--- src/hdl/csm_pkg.sv ---
// ============================================================================
// csm_pkg
// shared types, codes and digit helpers for the clock setter display block
// ============================================================================
package csm_pkg;

   typedef logic [2:0]  func_type;
   typedef logic [4:0]  hour_type;
   typedef logic [5:0]  minsec_type;
   typedef logic [1:0]  mode_type;
   typedef logic [6:0]  seg_type;
   typedef logic [5:0]  digit_sel_type;
   typedef logic [3:0]  bcd_type;
   typedef logic [2:0]  scan_idx_type;
   typedef logic [15:0] blink_cnt_type;
   typedef logic [7:0]  dwell_cnt_type;
   typedef logic [15:0] csr_data_type;
   typedef logic        csr_index_type;

   // transaction codes
   localparam func_type FUNC_TICK = 3'd0;
   localparam func_type FUNC_MODE = 3'd1;
   localparam func_type FUNC_UP   = 3'd2;
   localparam func_type FUNC_DOWN = 3'd3;
   localparam func_type FUNC_LOAD = 3'd4;

   // set modes
   localparam mode_type MODE_NORMAL = 2'd0;
   localparam mode_type MODE_HOUR   = 2'd1;
   localparam mode_type MODE_MINUTE = 2'd2;
   localparam mode_type MODE_SECOND = 2'd3;

   // register indexes
   localparam csr_index_type CSR_BLINK_HALF_PERIOD = 1'b0;
   localparam csr_index_type CSR_SCAN_DWELL        = 1'b1;

   localparam blink_cnt_type BLINK_RESET = 16'd1000;
   localparam dwell_cnt_type DWELL_RESET = 8'd1;

   localparam hour_type   HOUR_MAX   = 5'd23;
   localparam minsec_type MINSEC_MAX = 6'd59;
   localparam scan_idx_type SCAN_LAST = 3'd5;
   localparam seg_type    SEG_BLANK  = 7'h7F;

   // common-anode glyphs, active low a..g
   localparam logic [7:0] GLYPH [10] = '{
      8'hC0, 8'hF9, 8'hA4, 8'hB0, 8'h99, 8'h92, 8'h82, 8'hF8, 8'h80, 8'h90
   };

   function automatic bcd_type tens_of(minsec_type v);
      bcd_type t;
      if (v >= 6'd60)      t = 4'd6;
      else if (v >= 6'd50) t = 4'd5;
      else if (v >= 6'd40) t = 4'd4;
      else if (v >= 6'd30) t = 4'd3;
      else if (v >= 6'd20) t = 4'd2;
      else if (v >= 6'd10) t = 4'd1;
      else                 t = 4'd0;
      return t;
   endfunction

   function automatic bcd_type units_of(minsec_type v);
      minsec_type t;
      minsec_type r;
      t = {2'b00, tens_of(v)};
      r = v - ((t << 3) + (t << 1));
      return r[3:0];
   endfunction

   function automatic seg_type glyph_of(bcd_type d);
      logic [7:0] g;
      g = (d <= 4'd9) ? GLYPH[d] : 8'hFF;
      return g[6:0];
   endfunction

   function automatic minsec_type wrap_up(minsec_type v, minsec_type limit);
      return (v + 6'd1 >= limit) ? 6'd0 : v + 6'd1;
   endfunction

   function automatic minsec_type wrap_down(minsec_type v, minsec_type limit);
      return (v == 6'd0 || v >= limit) ? limit - 6'd1 : v - 6'd1;
   endfunction

endpackage

--- src/hdl/csm_if.sv ---
// ============================================================================
// csm request and response channels
// valid/ready channels carrying one transaction each
// ============================================================================
interface csm_req_if;
   import csm_pkg::*;

   logic       valid;
   logic       ready;
   func_type   func;
   hour_type   load_hours;
   minsec_type load_minutes;
   minsec_type load_seconds;

   modport source (output valid, func, load_hours, load_minutes, load_seconds,
                   input ready);
   modport sink   (input valid, func, load_hours, load_minutes, load_seconds,
                   output ready);
endinterface

interface csm_rsp_if;
   import csm_pkg::*;

   logic          valid;
   logic          ready;
   seg_type       segments;
   digit_sel_type digit_select;
   hour_type      hours;
   minsec_type    minutes;
   minsec_type    seconds;
   mode_type      set_mode;
   logic          write_back;

   modport source (output valid, segments, digit_select, hours, minutes, seconds,
                   set_mode, write_back, input ready);
   modport sink   (input valid, segments, digit_select, hours, minutes, seconds,
                   set_mode, write_back, output ready);
endinterface

--- src/hdl/clock_setter_seven_segment_mux_top.sv ---
// ============================================================================
// clock_setter_seven_segment_mux_top
// time keeping with set mode, blink and six-digit seven-segment scan
// ============================================================================
//
//  channel | dir | handshake          | payload
//  --------+-----+--------------------+-------------------------------------
//  req     | in  | valid/ready        | func, load_hours/minutes/seconds
//  rsp     | out | valid/ready        | segments, digit_select, time, mode,
//          |     |                    | write_back
//  csr     | in  | csr_write_en       | csr_index, csr_wdata
//
//  a request passes the input register, then the update logic into the
//  response register, before its response is valid; a stall on the
//  response can hold the request in the input register
//  one transaction per cycle sustained while the response is taken; the
//  state registers close a loop through the update logic
//  reset (synchronous) clears time, mode, timers and both valid flags
//  a stalled response holds the pipe; the input register still takes one
//  transaction while the response waits
//
module clock_setter_seven_segment_mux_top (
   input  logic                   clock,
   input  logic                   reset,
   csm_req_if.sink                req,
   csm_rsp_if.source              rsp,
   input  logic                   csr_write_en,
   input  csm_pkg::csr_index_type csr_index,
   input  csm_pkg::csr_data_type  csr_wdata
);
   import csm_pkg::*;

   // config registers
   blink_cnt_type blink_period_ff;
   dwell_cnt_type dwell_ff;

   // input register
   logic       in_valid_ff;
   func_type   in_func_ff;
   hour_type   in_hours_ff;
   minsec_type in_minutes_ff;
   minsec_type in_seconds_ff;

   // block state
   hour_type      hour_ff,        hour_in;
   minsec_type    minute_ff,      minute_in;
   minsec_type    second_ff,      second_in;
   mode_type      mode_ff,        mode_in;
   logic          blink_on_ff,    blink_on_in;
   blink_cnt_type blink_timer_ff, blink_timer_in;
   scan_idx_type  scan_idx_ff,    scan_idx_in;
   dwell_cnt_type scan_timer_ff,  scan_timer_in;

   // response register
   logic          out_valid_ff;
   seg_type       out_seg_ff,   out_seg_in;
   digit_sel_type out_dsel_ff,  out_dsel_in;
   logic          out_wb_ff,    out_wb_in;

   logic          advance;
   blink_cnt_type blink_plus;
   dwell_cnt_type scan_plus;
   logic [1:0]    pair;
   minsec_type    pair_val;
   bcd_type       digit;

   // response slot frees when empty or being taken
   assign advance   = !out_valid_ff || rsp.ready;
   assign req.ready = !in_valid_ff || advance;

   // config writes
   always_ff @(posedge clock) begin
      if (reset) begin
         blink_period_ff <= BLINK_RESET;
         dwell_ff        <= DWELL_RESET;
      end else if (csr_write_en) begin
         case (csr_index)
            CSR_BLINK_HALF_PERIOD: blink_period_ff <= csr_wdata;
            CSR_SCAN_DWELL:        dwell_ff        <= csr_wdata[7:0];
            default: ;
         endcase
      end
   end

   // input register
   always_ff @(posedge clock) begin
      if (reset) begin
         in_valid_ff <= 1'b0;
      end else if (req.ready) begin
         in_valid_ff <= req.valid;
      end
   end

   always_ff @(posedge clock) begin
      if (req.ready && req.valid) begin
         in_func_ff    <= req.func;
         in_hours_ff   <= req.load_hours;
         in_minutes_ff <= req.load_minutes;
         in_seconds_ff <= req.load_seconds;
      end
   end

   // state update for the transaction in the input register
   always_comb begin
      hour_in        = hour_ff;
      minute_in      = minute_ff;
      second_in      = second_ff;
      mode_in        = mode_ff;
      blink_on_in    = blink_on_ff;
      blink_timer_in = blink_timer_ff;
      scan_idx_in    = scan_idx_ff;
      scan_timer_in  = scan_timer_ff;
      out_wb_in      = 1'b0;
      blink_plus     = blink_timer_ff + 16'd1;
      scan_plus      = scan_timer_ff + 8'd1;

      case (in_func_ff)
         FUNC_TICK: begin
            // period of zero behaves as one through the compare
            if (blink_plus >= blink_period_ff) begin
               blink_on_in    = !blink_on_ff;
               blink_timer_in = '0;
            end else begin
               blink_timer_in = blink_plus;
            end
            if (scan_plus >= dwell_ff) begin
               scan_idx_in   = (scan_idx_ff >= SCAN_LAST) ? 3'd0 : scan_idx_ff + 3'd1;
               scan_timer_in = '0;
            end else begin
               scan_timer_in = scan_plus;
            end
         end
         FUNC_MODE: mode_in = mode_ff + 2'd1;
         FUNC_UP, FUNC_DOWN: begin
            out_wb_in = (mode_ff != MODE_NORMAL);
            case (mode_ff)
               MODE_HOUR: begin
                  hour_in = (in_func_ff == FUNC_UP)
                     ? hour_type'(wrap_up({1'b0, hour_ff}, 6'd24))
                     : hour_type'(wrap_down({1'b0, hour_ff}, 6'd24));
               end
               MODE_MINUTE: begin
                  minute_in = (in_func_ff == FUNC_UP) ? wrap_up(minute_ff, 6'd60)
                                                      : wrap_down(minute_ff, 6'd60);
               end
               MODE_SECOND: begin
                  // seconds wrap down from zero to 59, as minutes do
                  second_in = (in_func_ff == FUNC_UP) ? wrap_up(second_ff, 6'd60)
                                                      : wrap_down(second_ff, 6'd60);
               end
               default: ;
            endcase
         end
         FUNC_LOAD: begin
            // clamp out-of-range rtc values
            hour_in   = (in_hours_ff > HOUR_MAX) ? HOUR_MAX : in_hours_ff;
            minute_in = (in_minutes_ff > MINSEC_MAX) ? MINSEC_MAX : in_minutes_ff;
            second_in = (in_seconds_ff > MINSEC_MAX) ? MINSEC_MAX : in_seconds_ff;
         end
         default: ;  // unused codes leave state alone
      endcase

      // display of the digit under the scan after the update
      pair = scan_idx_in[2:1];
      case (pair)
         2'd0:    pair_val = {1'b0, hour_in};
         2'd1:    pair_val = minute_in;
         default: pair_val = second_in;
      endcase
      digit       = scan_idx_in[0] ? units_of(pair_val) : tens_of(pair_val);
      out_dsel_in = digit_sel_type'(6'd1 << scan_idx_in);
      // selected pair blanks while blink is off
      if (mode_in == pair + 2'd1 && !blink_on_in) begin
         out_seg_in = SEG_BLANK;
      end else begin
         out_seg_in = glyph_of(digit);
      end
   end

   // state and response valid
   always_ff @(posedge clock) begin
      if (reset) begin
         hour_ff        <= '0;
         minute_ff      <= '0;
         second_ff      <= '0;
         mode_ff        <= MODE_NORMAL;
         blink_on_ff    <= 1'b1;
         blink_timer_ff <= '0;
         scan_idx_ff    <= '0;
         scan_timer_ff  <= '0;
         out_valid_ff   <= 1'b0;
      end else if (advance) begin
         out_valid_ff <= in_valid_ff;
         if (in_valid_ff) begin
            hour_ff        <= hour_in;
            minute_ff      <= minute_in;
            second_ff      <= second_in;
            mode_ff        <= mode_in;
            blink_on_ff    <= blink_on_in;
            blink_timer_ff <= blink_timer_in;
            scan_idx_ff    <= scan_idx_in;
            scan_timer_ff  <= scan_timer_in;
         end
      end
   end

   // response payload
   always_ff @(posedge clock) begin
      if (advance && in_valid_ff) begin
         out_seg_ff  <= out_seg_in;
         out_dsel_ff <= out_dsel_in;
         out_wb_ff   <= out_wb_in;
      end
   end

   // time and mode fields read straight from the state, which only moves
   // together with the response register
   assign rsp.valid        = out_valid_ff;
   assign rsp.segments     = out_seg_ff;
   assign rsp.digit_select = out_dsel_ff;
   assign rsp.hours        = hour_ff;
   assign rsp.minutes      = minute_ff;
   assign rsp.seconds      = second_ff;
   assign rsp.set_mode     = mode_ff;
   assign rsp.write_back   = out_wb_ff;

   // checks
   a_dsel_onehot: assert property (@(posedge clock) disable iff (reset)
      out_valid_ff |-> $onehot(out_dsel_ff))
      else $error("digit select not one-hot");

   a_wb_needs_mode: assert property (@(posedge clock) disable iff (reset)
      out_valid_ff && out_wb_ff |-> mode_ff != MODE_NORMAL)
      else $error("write-back flagged in normal mode");

   a_time_range: assert property (@(posedge clock) disable iff (reset)
      hour_ff <= HOUR_MAX && minute_ff <= MINSEC_MAX && second_ff <= MINSEC_MAX
      && scan_idx_ff <= SCAN_LAST)
      else $error("time or scan index out of range");

   a_hold_on_stall: assert property (@(posedge clock) disable iff (reset)
      in_valid_ff && !advance |=> in_valid_ff && $stable(hour_ff))
      else $error("transaction lost or state moved during stall");

   a_reset_empty: assert property (@(posedge clock)
      reset |=> !out_valid_ff && !in_valid_ff)
      else $error("pipe not empty after reset");

endmodule
--- src/flat_wrapper.sv ---
// flat-port wrapper written by rule: the top's interface ports become plain ports
module clock_setter_seven_segment_mux_top_flat import csm_pkg::*;
  (clock, reset, csr_write_en, csr_index, csr_wdata, req_valid, req_func, req_load_hours, req_load_minutes, req_load_seconds, req_ready, rsp_valid, rsp_segments, rsp_digit_select, rsp_hours, rsp_minutes, rsp_seconds, rsp_set_mode, rsp_write_back, rsp_ready);
  csm_req_if req_i ();
  csm_rsp_if rsp_i ();
  input  logic clock;
  input  logic reset;
  input  logic csr_write_en;
  input  csm_pkg::csr_index_type csr_index;
  input  csm_pkg::csr_data_type csr_wdata;
  input wire logic [$bits(req_i.valid)-1:0] req_valid;
  input wire logic [$bits(req_i.func)-1:0] req_func;
  input wire logic [$bits(req_i.load_hours)-1:0] req_load_hours;
  input wire logic [$bits(req_i.load_minutes)-1:0] req_load_minutes;
  input wire logic [$bits(req_i.load_seconds)-1:0] req_load_seconds;
  output wire logic [$bits(req_i.ready)-1:0] req_ready;
  output wire logic [$bits(rsp_i.valid)-1:0] rsp_valid;
  output wire logic [$bits(rsp_i.segments)-1:0] rsp_segments;
  output wire logic [$bits(rsp_i.digit_select)-1:0] rsp_digit_select;
  output wire logic [$bits(rsp_i.hours)-1:0] rsp_hours;
  output wire logic [$bits(rsp_i.minutes)-1:0] rsp_minutes;
  output wire logic [$bits(rsp_i.seconds)-1:0] rsp_seconds;
  output wire logic [$bits(rsp_i.set_mode)-1:0] rsp_set_mode;
  output wire logic [$bits(rsp_i.write_back)-1:0] rsp_write_back;
  input wire logic [$bits(rsp_i.ready)-1:0] rsp_ready;
  assign req_i.valid = req_valid;
  assign req_i.func = req_func;
  assign req_i.load_hours = req_load_hours;
  assign req_i.load_minutes = req_load_minutes;
  assign req_i.load_seconds = req_load_seconds;
  assign req_ready = req_i.ready;
  assign rsp_valid = rsp_i.valid;
  assign rsp_segments = rsp_i.segments;
  assign rsp_digit_select = rsp_i.digit_select;
  assign rsp_hours = rsp_i.hours;
  assign rsp_minutes = rsp_i.minutes;
  assign rsp_seconds = rsp_i.seconds;
  assign rsp_set_mode = rsp_i.set_mode;
  assign rsp_write_back = rsp_i.write_back;
  assign rsp_i.ready = rsp_ready;
  clock_setter_seven_segment_mux_top u_core (.clock(clock), .reset(reset), .req(req_i), .rsp(rsp_i), .csr_write_en(csr_write_en), .csr_index(csr_index), .csr_wdata(csr_wdata));
endmodule
--- config.mk ---
export PLATFORM = sky130hd
export DESIGN_NAME = clock_setter_seven_segment_mux_top_flat
export DESIGN_NICKNAME = d
export VERILOG_FILES = /design/src/hdl/csm_pkg.sv /design/src/hdl/csm_if.sv /design/src/hdl/clock_setter_seven_segment_mux_top.sv /design/src/flat_wrapper.sv
export SDC_FILE = /design/constraint.sdc
export NUM_CORES = 1
export LEC_CHECK = 0
export ABC_AREA = 1
export BUFFER_PORTS_ARGS = -buffer_cell sky130_fd_sc_hd__buf_4
export CORE_ASPECT_RATIO = 1.75
export CORE_MARGIN = 2
export CORE_UTILIZATION = 64
export CTS_CLUSTER_SIZE = 40
export DETAILED_ROUTE_END_ITERATION = 10
export GPL_TIMING_DRIVEN = 0
export HOLD_SLACK_MARGIN = 0.08
export PLACE_DENSITY = 0.86
export SYNTH_ARGS = -nofsm -noshare
export SYNTH_HDL_FRONTEND = slang
export SYNTH_SLANG_ARGS = --single-unit
--- constraint.sdc ---
create_clock -name clock -period 7.2 [get_ports clock]
set_input_delay 0.36 -clock clock [delete_from_list [all_inputs] [get_ports clock]]
set_output_delay 0.36 -clock clock [all_outputs]
set_load 0.05 [all_outputs]
After elaboration in Yosys (flattened, before gate mapping):

Memory sizes are Yosys's and may differ from the RTL's. A register that Yosys moved wholly into a read port is not among the register bits.
Cells that the tools add are included.

* $add $sub $neg: 13
* magnitude comparators: 19
* equality and inequality tests: 9
* shifts and indexed selects: 1
* multiplexer cells: 34
* bitwise operators: 3
* reductions and logical operators: 24

Operators with widths (number)
* $mux W6: 10
* $ge A6 B6 Y1 const B: 7
* $pmux W6 S2: 3
* $mux W5: 5
* $mux W4: 6
* $ge A6 B5 Y1 const B: 3
* $add A16 B1 Y16 const B: 1
* $ge A16 B16 Y1: 1
* $mux W16: 1
* $add A6 B1 Y6 const B: 2
* $gt A6 B6 Y1 const B: 2
* $logic_not A6 Y1: 2
* $sub A6 B1 Y6 const B: 2
* $pmux W5 S2: 1
* $mux W3: 3
* $add A8 B1 Y8 const B: 1
* $ge A8 B8 Y1: 1
* $mux W8: 1
* $add A5 B1 Y6 const B: 1
* $eq A3 B2 Y1 const B: 2
* $ge A6 B4 Y1 const B: 1
* $reduce_and A2 Y1: 3
* $shl A1 B3 Y6 const A: 1
* $ge A5 B5 Y1 const B: 1
* other kinds (26): 42

* bits in registers: 100
* ROM bits: 128
* input port bits: 42
* output and inout bits: 35
* logic and storage cells: 122
* memories kept: 1

Memories
* (no name shown): depth 16, bits a word 8, read ports 1, clocked after Yosys merged registers in 1, wr ports 0, RTL line csm_pkg.sv:72 `g = (d <= 4'd9) ? GLYPH[d] : 8'hFF;`

Logic depth before layout (Yosys ltp):

* depth in word-level cells: 20
* gate-level depth with buffers: 41
* depth with buffers taken out: 40

Least setup slack after synthesis:

No wires, ideal clock.

* path type: flip-flop to flip-flop
* start point: register u_core.scan_timer_ff[0]
* end point: register u_core.out_seg_ff[0] (netlist: u_core.rsp.segments[0]), data pin
* setup time: 0.257 ns
* data arrival time: 4.278 ns
* data required time: 6.943 ns
* setup slack: 2.665 ns
* cell stages (with the launch flop): 31
* buffers on the path: 0
* clock period less this slack: 4.535 ns
* path through: dfxtp_1 -> nand3_1 -> nor3b_1 -> nand2_1 -> xnor2_1 -> ha_1 -> a21oi_1 -> o21a_1 -> nand3_1 -> nand2_1 -> inv_1 -> o21ai_0 -> inv_1 -> ha_1 -> a21oi_1 -> nand2_1 -> nand2_4 -> nand2_1 -> nand2_1 -> nand2_1 -> nand2_1 -> nand2_2 -> nand2_2 -> a21boi_2 -> ha_1 -> nand2_1 -> o21ai_1 -> ha_1 -> or2_2 -> o211ai_1 -> nand2_1

* word-level cells in the longest chain between the ends: 19
* elaborated cells between the ends (all ways): 29
* those cells by class: add/sub: 4; order compare: 8; eq/ne: 2; mux: 10; bitwise: 2; reduce/logical: 3

Ends and longest elaborated chain
* start, declared: RTL line clock_setter_seven_segment_mux_top.sv:52 `dwell_cnt_type scan_timer_ff, scan_timer_in;`
* start signal, assigned: RTL line clock_setter_seven_segment_mux_top.sv:202 `scan_timer_ff <= scan_timer_in;`
* $add A8 B1 Y8 (*): RTL line clock_setter_seven_segment_mux_top.sv:115 `scan_plus = scan_timer_ff + 8'd1;`
* $ge A8 B8 Y1 (*): RTL line clock_setter_seven_segment_mux_top.sv:126 `if (scan_plus >= dwell_ff) begin`
* $mux W3 (*): RTL line clock_setter_seven_segment_mux_top.sv:126
* $mux W3 (*): RTL line clock_setter_seven_segment_mux_top.sv:117 `case (in_func_ff)`
* named net u_core.scan_idx_in[1]: RTL line clock_setter_seven_segment_mux_top.sv:51 `scan_idx_type scan_idx_ff, scan_idx_in;`
* $eq A2 B1 Y1 / $logic_not A2 Y1 (equally long branches): RTL line clock_setter_seven_segment_mux_top.sv:165 `case (pair)`
* $pmux W6 S2: RTL line clock_setter_seven_segment_mux_top.sv:165
* $ge A6 B4 Y1: RTL line csm_pkg.sv:57 `else if (v >= 6'd10) t = 4'd1;`
* (+4 left out)
* $mux W4: RTL line csm_pkg.sv:53 `else if (v >= 6'd50) t = 4'd5;`
* $mux W4: RTL line csm_pkg.sv:52 `if (v >= 6'd60) t = 4'd6;`
* $add A4 B4 Y4: RTL line csm_pkg.sv:66 `r = v - ((t << 3) + (t << 1));`
* $sub A4 B4 Y4: RTL line csm_pkg.sv:66
* $mux W4: RTL line clock_setter_seven_segment_mux_top.sv:170 `digit = scan_idx_in[0] ? units_of(pair_val) : tens_of(pair_val);`
* $le A4 B4 Y1: RTL line csm_pkg.sv:72
* $not A1 Y1 (no line)
* $reduce_or A2 Y1 (no line)
* end, declared: RTL line clock_setter_seven_segment_mux_top.sv:56 `seg_type out_seg_ff, out_seg_in;`

The timed path passes the listed nets; every way through them passes the cells marked *.
A chain may end at the register's enable or synchronous reset.

Worst setup path in the final report:

* start point: register u_core.scan_timer_ff[0]
* end point: register u_core.out_seg_ff[4] (netlist: u_core.rsp.segments[4]), data pin

Same word-level chain as after synthesis.

==> summary.txt <==
Status
  – Status: finished clean

GRT
  – Initial antenna violation count: 0
  – First-pass GRT wire length: 30500 um
  – Gr ovfl total: 0
  – Largest net degree at the start of global routing: 21
  – Vias in the first global route: between 6000 and 7000
  – Overall Global Routing Usage: around a third

Route
  – Via-to-Cell Ratio: 5.79
  – Antenna Violating Nets Remaining: 0
  – Vias post-DR: 6837
  – Avg WL per Cell: 15.9 um
  – DRC viols: 0
  – First-pass DRT Iterations: 5
  – Detailed router's first-iteration violation count: 510
  – DRT Wirelength: around 19000 um

Synthesis
  – Synthesized instance count: roughly 960
  – Sequential area share after synthesis: 35.5%
  – Post-synthesis cell area: roughly 7000 um^2
  – Main flop type after synthesis: dfxtp_1
  – Synth warnings: 0
  – Post-synth ARST share: 0%
  – Distinct cells, synth: 51
  – #FFs+latches synth: approximately 110
  – Number of synthesized flops with an enable pin: 34
  – Syn Area/Cell: ~7.3 um^2
  – Net Count, Synth: 1051

Clock network
  – # hold bufs at CTS: 0
  – Reg clk slew, reported paths: 0.08 ns
  – CTS resizes: 0
  – Htree depth: 3
  – Cts bufs inserted: 9
  – Max Root-Sink Buffers: 2
  – TritonCTS sink count: ~110
  – Root buf cell: clkbuf_16
  – Post-CTS Setup Inserts: 0
  – Worst skew pair latency: roughly 0.36 ns
  – TritonCTS clock tree: done

Timing
  – Clock skew: between 0.01 and 0.015 ns
  – Final setup fails: 0
  – Fmax achieved: 0.184 GHz
  – Fin crit share: 75.6%
  – Relative slew slack: between 50% and 60%
  – Worst Tran Pin Value: approximately 0.72 ns
  – RSZ-0062 raised after global routing: false
  – Period minus WS final: between 5 and 6 ns
  – Final hold vios: 0
  – Max-slew violations: 0
  – Setup TNS: 0 ns
  – Final worst slack: about 1.8 ns

Worst setup path
  – WP data arrival: approximately 5.7 ns
  – Critical Path Source Type: flip-flop
  – Reg2reg path depth: 34
  – Slowest cell on crit path: o21ai_0
  – Endpoint type of the worst setup path: flip-flop
  – Crit path largest cell delay: between 0.4 and 0.5 ns
  – Max FO, Critical Path: 5
  – Most frequent CP cell: nand2_1
  – CP Data Required Time: 7.43 ns
  – Crit path kind: reg -> reg

Layout
  – Ant diodes: 0
  – FF+latch area: ~2500 um^2
  – Area Overhead vs Synth: 15.0%
  – Final layout net count: 1138
  – Filler Cells Inserted: 830
  – Layout cell share with drive strength beyond 1: roughly 15%
  – Multi-input gate area: around 3800 um^2

Power and ir drop
  – PwrDens: 210 nW/um^2
  – Static Leak: roughly 0.0038 uW
  – Worst VDD drop: around 0.00016 V

Place
  – GPL Wtd Cong: between 1 and 1.5
  – Pre-CTS setup slack: between 1.5 and 2 ns
  – Number of port buffers: between 70 and 80
  – HPWL after DPL: between 10000 and 15000 um

Die
  – # IOs: 77
  – Rows: 50
  – Die ar.: around 12000 um^2
  – Core Region: 10700 um^2
  – Die X: 83.0 um
  – Die Height: ~140 um
  – Starting Density: around 65%

Hold path
  – Hold path depth: 1
  – Hold WC Path Type: in -> reg

Flow run
  – Max-cap violations: 0
## where the power goes
part	leakage [uW]	total (uW)	internal (uW)	switching (uW)
Clock	0.000147	514	276	238
Combinational	0.00272	485	163	323
Sequential	0.000926	689	665	23.9
Total	0.00379	1690	1100	585
## worst paths after layout
kind,startpoint,endpoint,slack [ns]
worst max register to register,u_core.scan_timer_ff[0],u_core.rsp.segments[4],1.75
worst min-delay path,req_load_hours[4],u_core.in_hours_ff[4],0.17
worst min register to register,u_core.blink_period_ff[10],u_core.blink_period_ff[10],0.46
worst max-delay path,u_core.scan_timer_ff[0],u_core.rsp.segments[4],1.75
## through the flow
stage / cell area [um^2] / total power (uW) / cells / utilization [%] / hold WS, ns
3_5_place_dp: 7740 / 1170 / 1165 / 72.3 / 0.457
6_report: 8040 / 1690 / 1181 / 75.2 / 0.173
5_1_grt: 8040 / 1760 / 1181 / 75.2 / 0.164
3_3_place_gp: 7720 / 1160 / 1164 / 72.2 / 0.450
2_1_floorplan: 6990 / 1050 / 959 / - / 0.433
4_1_cts: 8040 / 1680 / 1181 / 75.2 / 0.174
## kinds of logic after synthesis
kind of cell / after synthesis / synth area share [%]
simple gates: 393 / 24.8
flops: 107 / 35.5
fa+ha+maj: 50 / 8.95
buf+inv: 167 / 9.52
compound gates: 205 / 16.5
xor+xnor: 37 / 4.74
## state kept, by name, indices dropped and copies added (netlist names), 2 cells and up
name / count
u_core.rsp.digit_select: 6
u_core.rsp.hours: 5
u_core.in_func_ff: 3
u_core.in_minutes_ff: 6
u_core.rsp.set_mode: 2
u_core.in_hours_ff: 5
u_core.blink_timer_ff: 16
u_core.scan_idx_ff: 3
u_core.rsp.segments: 7
u_core.in_seconds_ff: 6
u_core.rsp.seconds: 6
u_core.scan_timer_ff: 8
u_core.blink_period_ff: 16
u_core.dwell_ff: 8
u_core.rsp.minutes: 6
## layout make-up
| type | count | share of cell area, % |
|---|---|---|
| inverters | 136 | 6.38 |
| flip-flops and latches | 107 | 30.9 |
| repair buffers | 76 | 7.19 |
| clock buffers | 9 | 2.80 |
| well taps | 130 | 2.02 |
| clock inverters | 7 | 1.01 |
| multi-input cells | 685 | 47.8 |
| plain buffers | 31 | 1.90 |
## cells in the final DEF (no fill, tap or decap), types with 8 or more instances in the layout
master / n
o211ai_1: 11
nor2_1: 61
o21ai_0: 61
nand4_1: 19
dfxtp_1: 73
clkbuf_16: 9
inv_1: 113
buf_4: 78
edfxtp_1: 34
ha_1: 50
o21ai_1: 8
buf_2: 8
a21oi_1: 94
inv_2: 20
xor2_1: 29
nand3_1: 46
nand2_1: 225
clkbuf_1: 16
nand2_2: 10
## per-layer routing
layer  up-vias  part of all wire (%)  GRT usage, %
met3        99                   4.5          5.28
li1       3336                     -             -
met1      3146                    34          29.8
met4         0                   6.2          21.9
met5         -                     0             0
met2       256                    55          62.7
## synthesized netlist by cell type (3+ instances only)
master	instances	area share (%)
a211oi_1	5	0.54
a21oi_1	94	6.7
a22oi_1	6	0.64
buf_2	8	0.57
buf_4	3	0.32
clkbuf_1	16	0.86
dfxtp_1	73	21
edfxtp_1	34	15
ha_1	50	8.9
inv_1	113	6.1
inv_2	20	1.1
nand2_1	225	12
nand2_2	10	0.89
nand3_1	46	3.3
nand3_2	3	0.43
nand4_1	19	1.7
nor2_1	62	3.3
nor2_4	3	0.48
nor3_1	7	0.50
nor3b_1	3	0.32
o211ai_1	11	1.2
o21a_1	5	0.54
o21ai_0	61	4.4
o21ai_1	8	0.57
o221ai_1	3	0.38
or2_0	4	0.36
xnor2_1	7	0.88
xor2_1	29	3.6
## critical path: cells and delay by family, from the launching register on
kind | cells | cell delay (ns)
XOR/XNOR | 1 | 0.20
AO/OA/AOI/OAI | 6 | 1.31
adder cells (fa/ha/maj) | 4 | 1.07
AND/OR/NAND/NOR | 19 | 1.88
buffers and inverters | 4 | 0.41
flip-flops | 1 | 0.42
No activity file was read; power rests on OpenSTA's default activity.
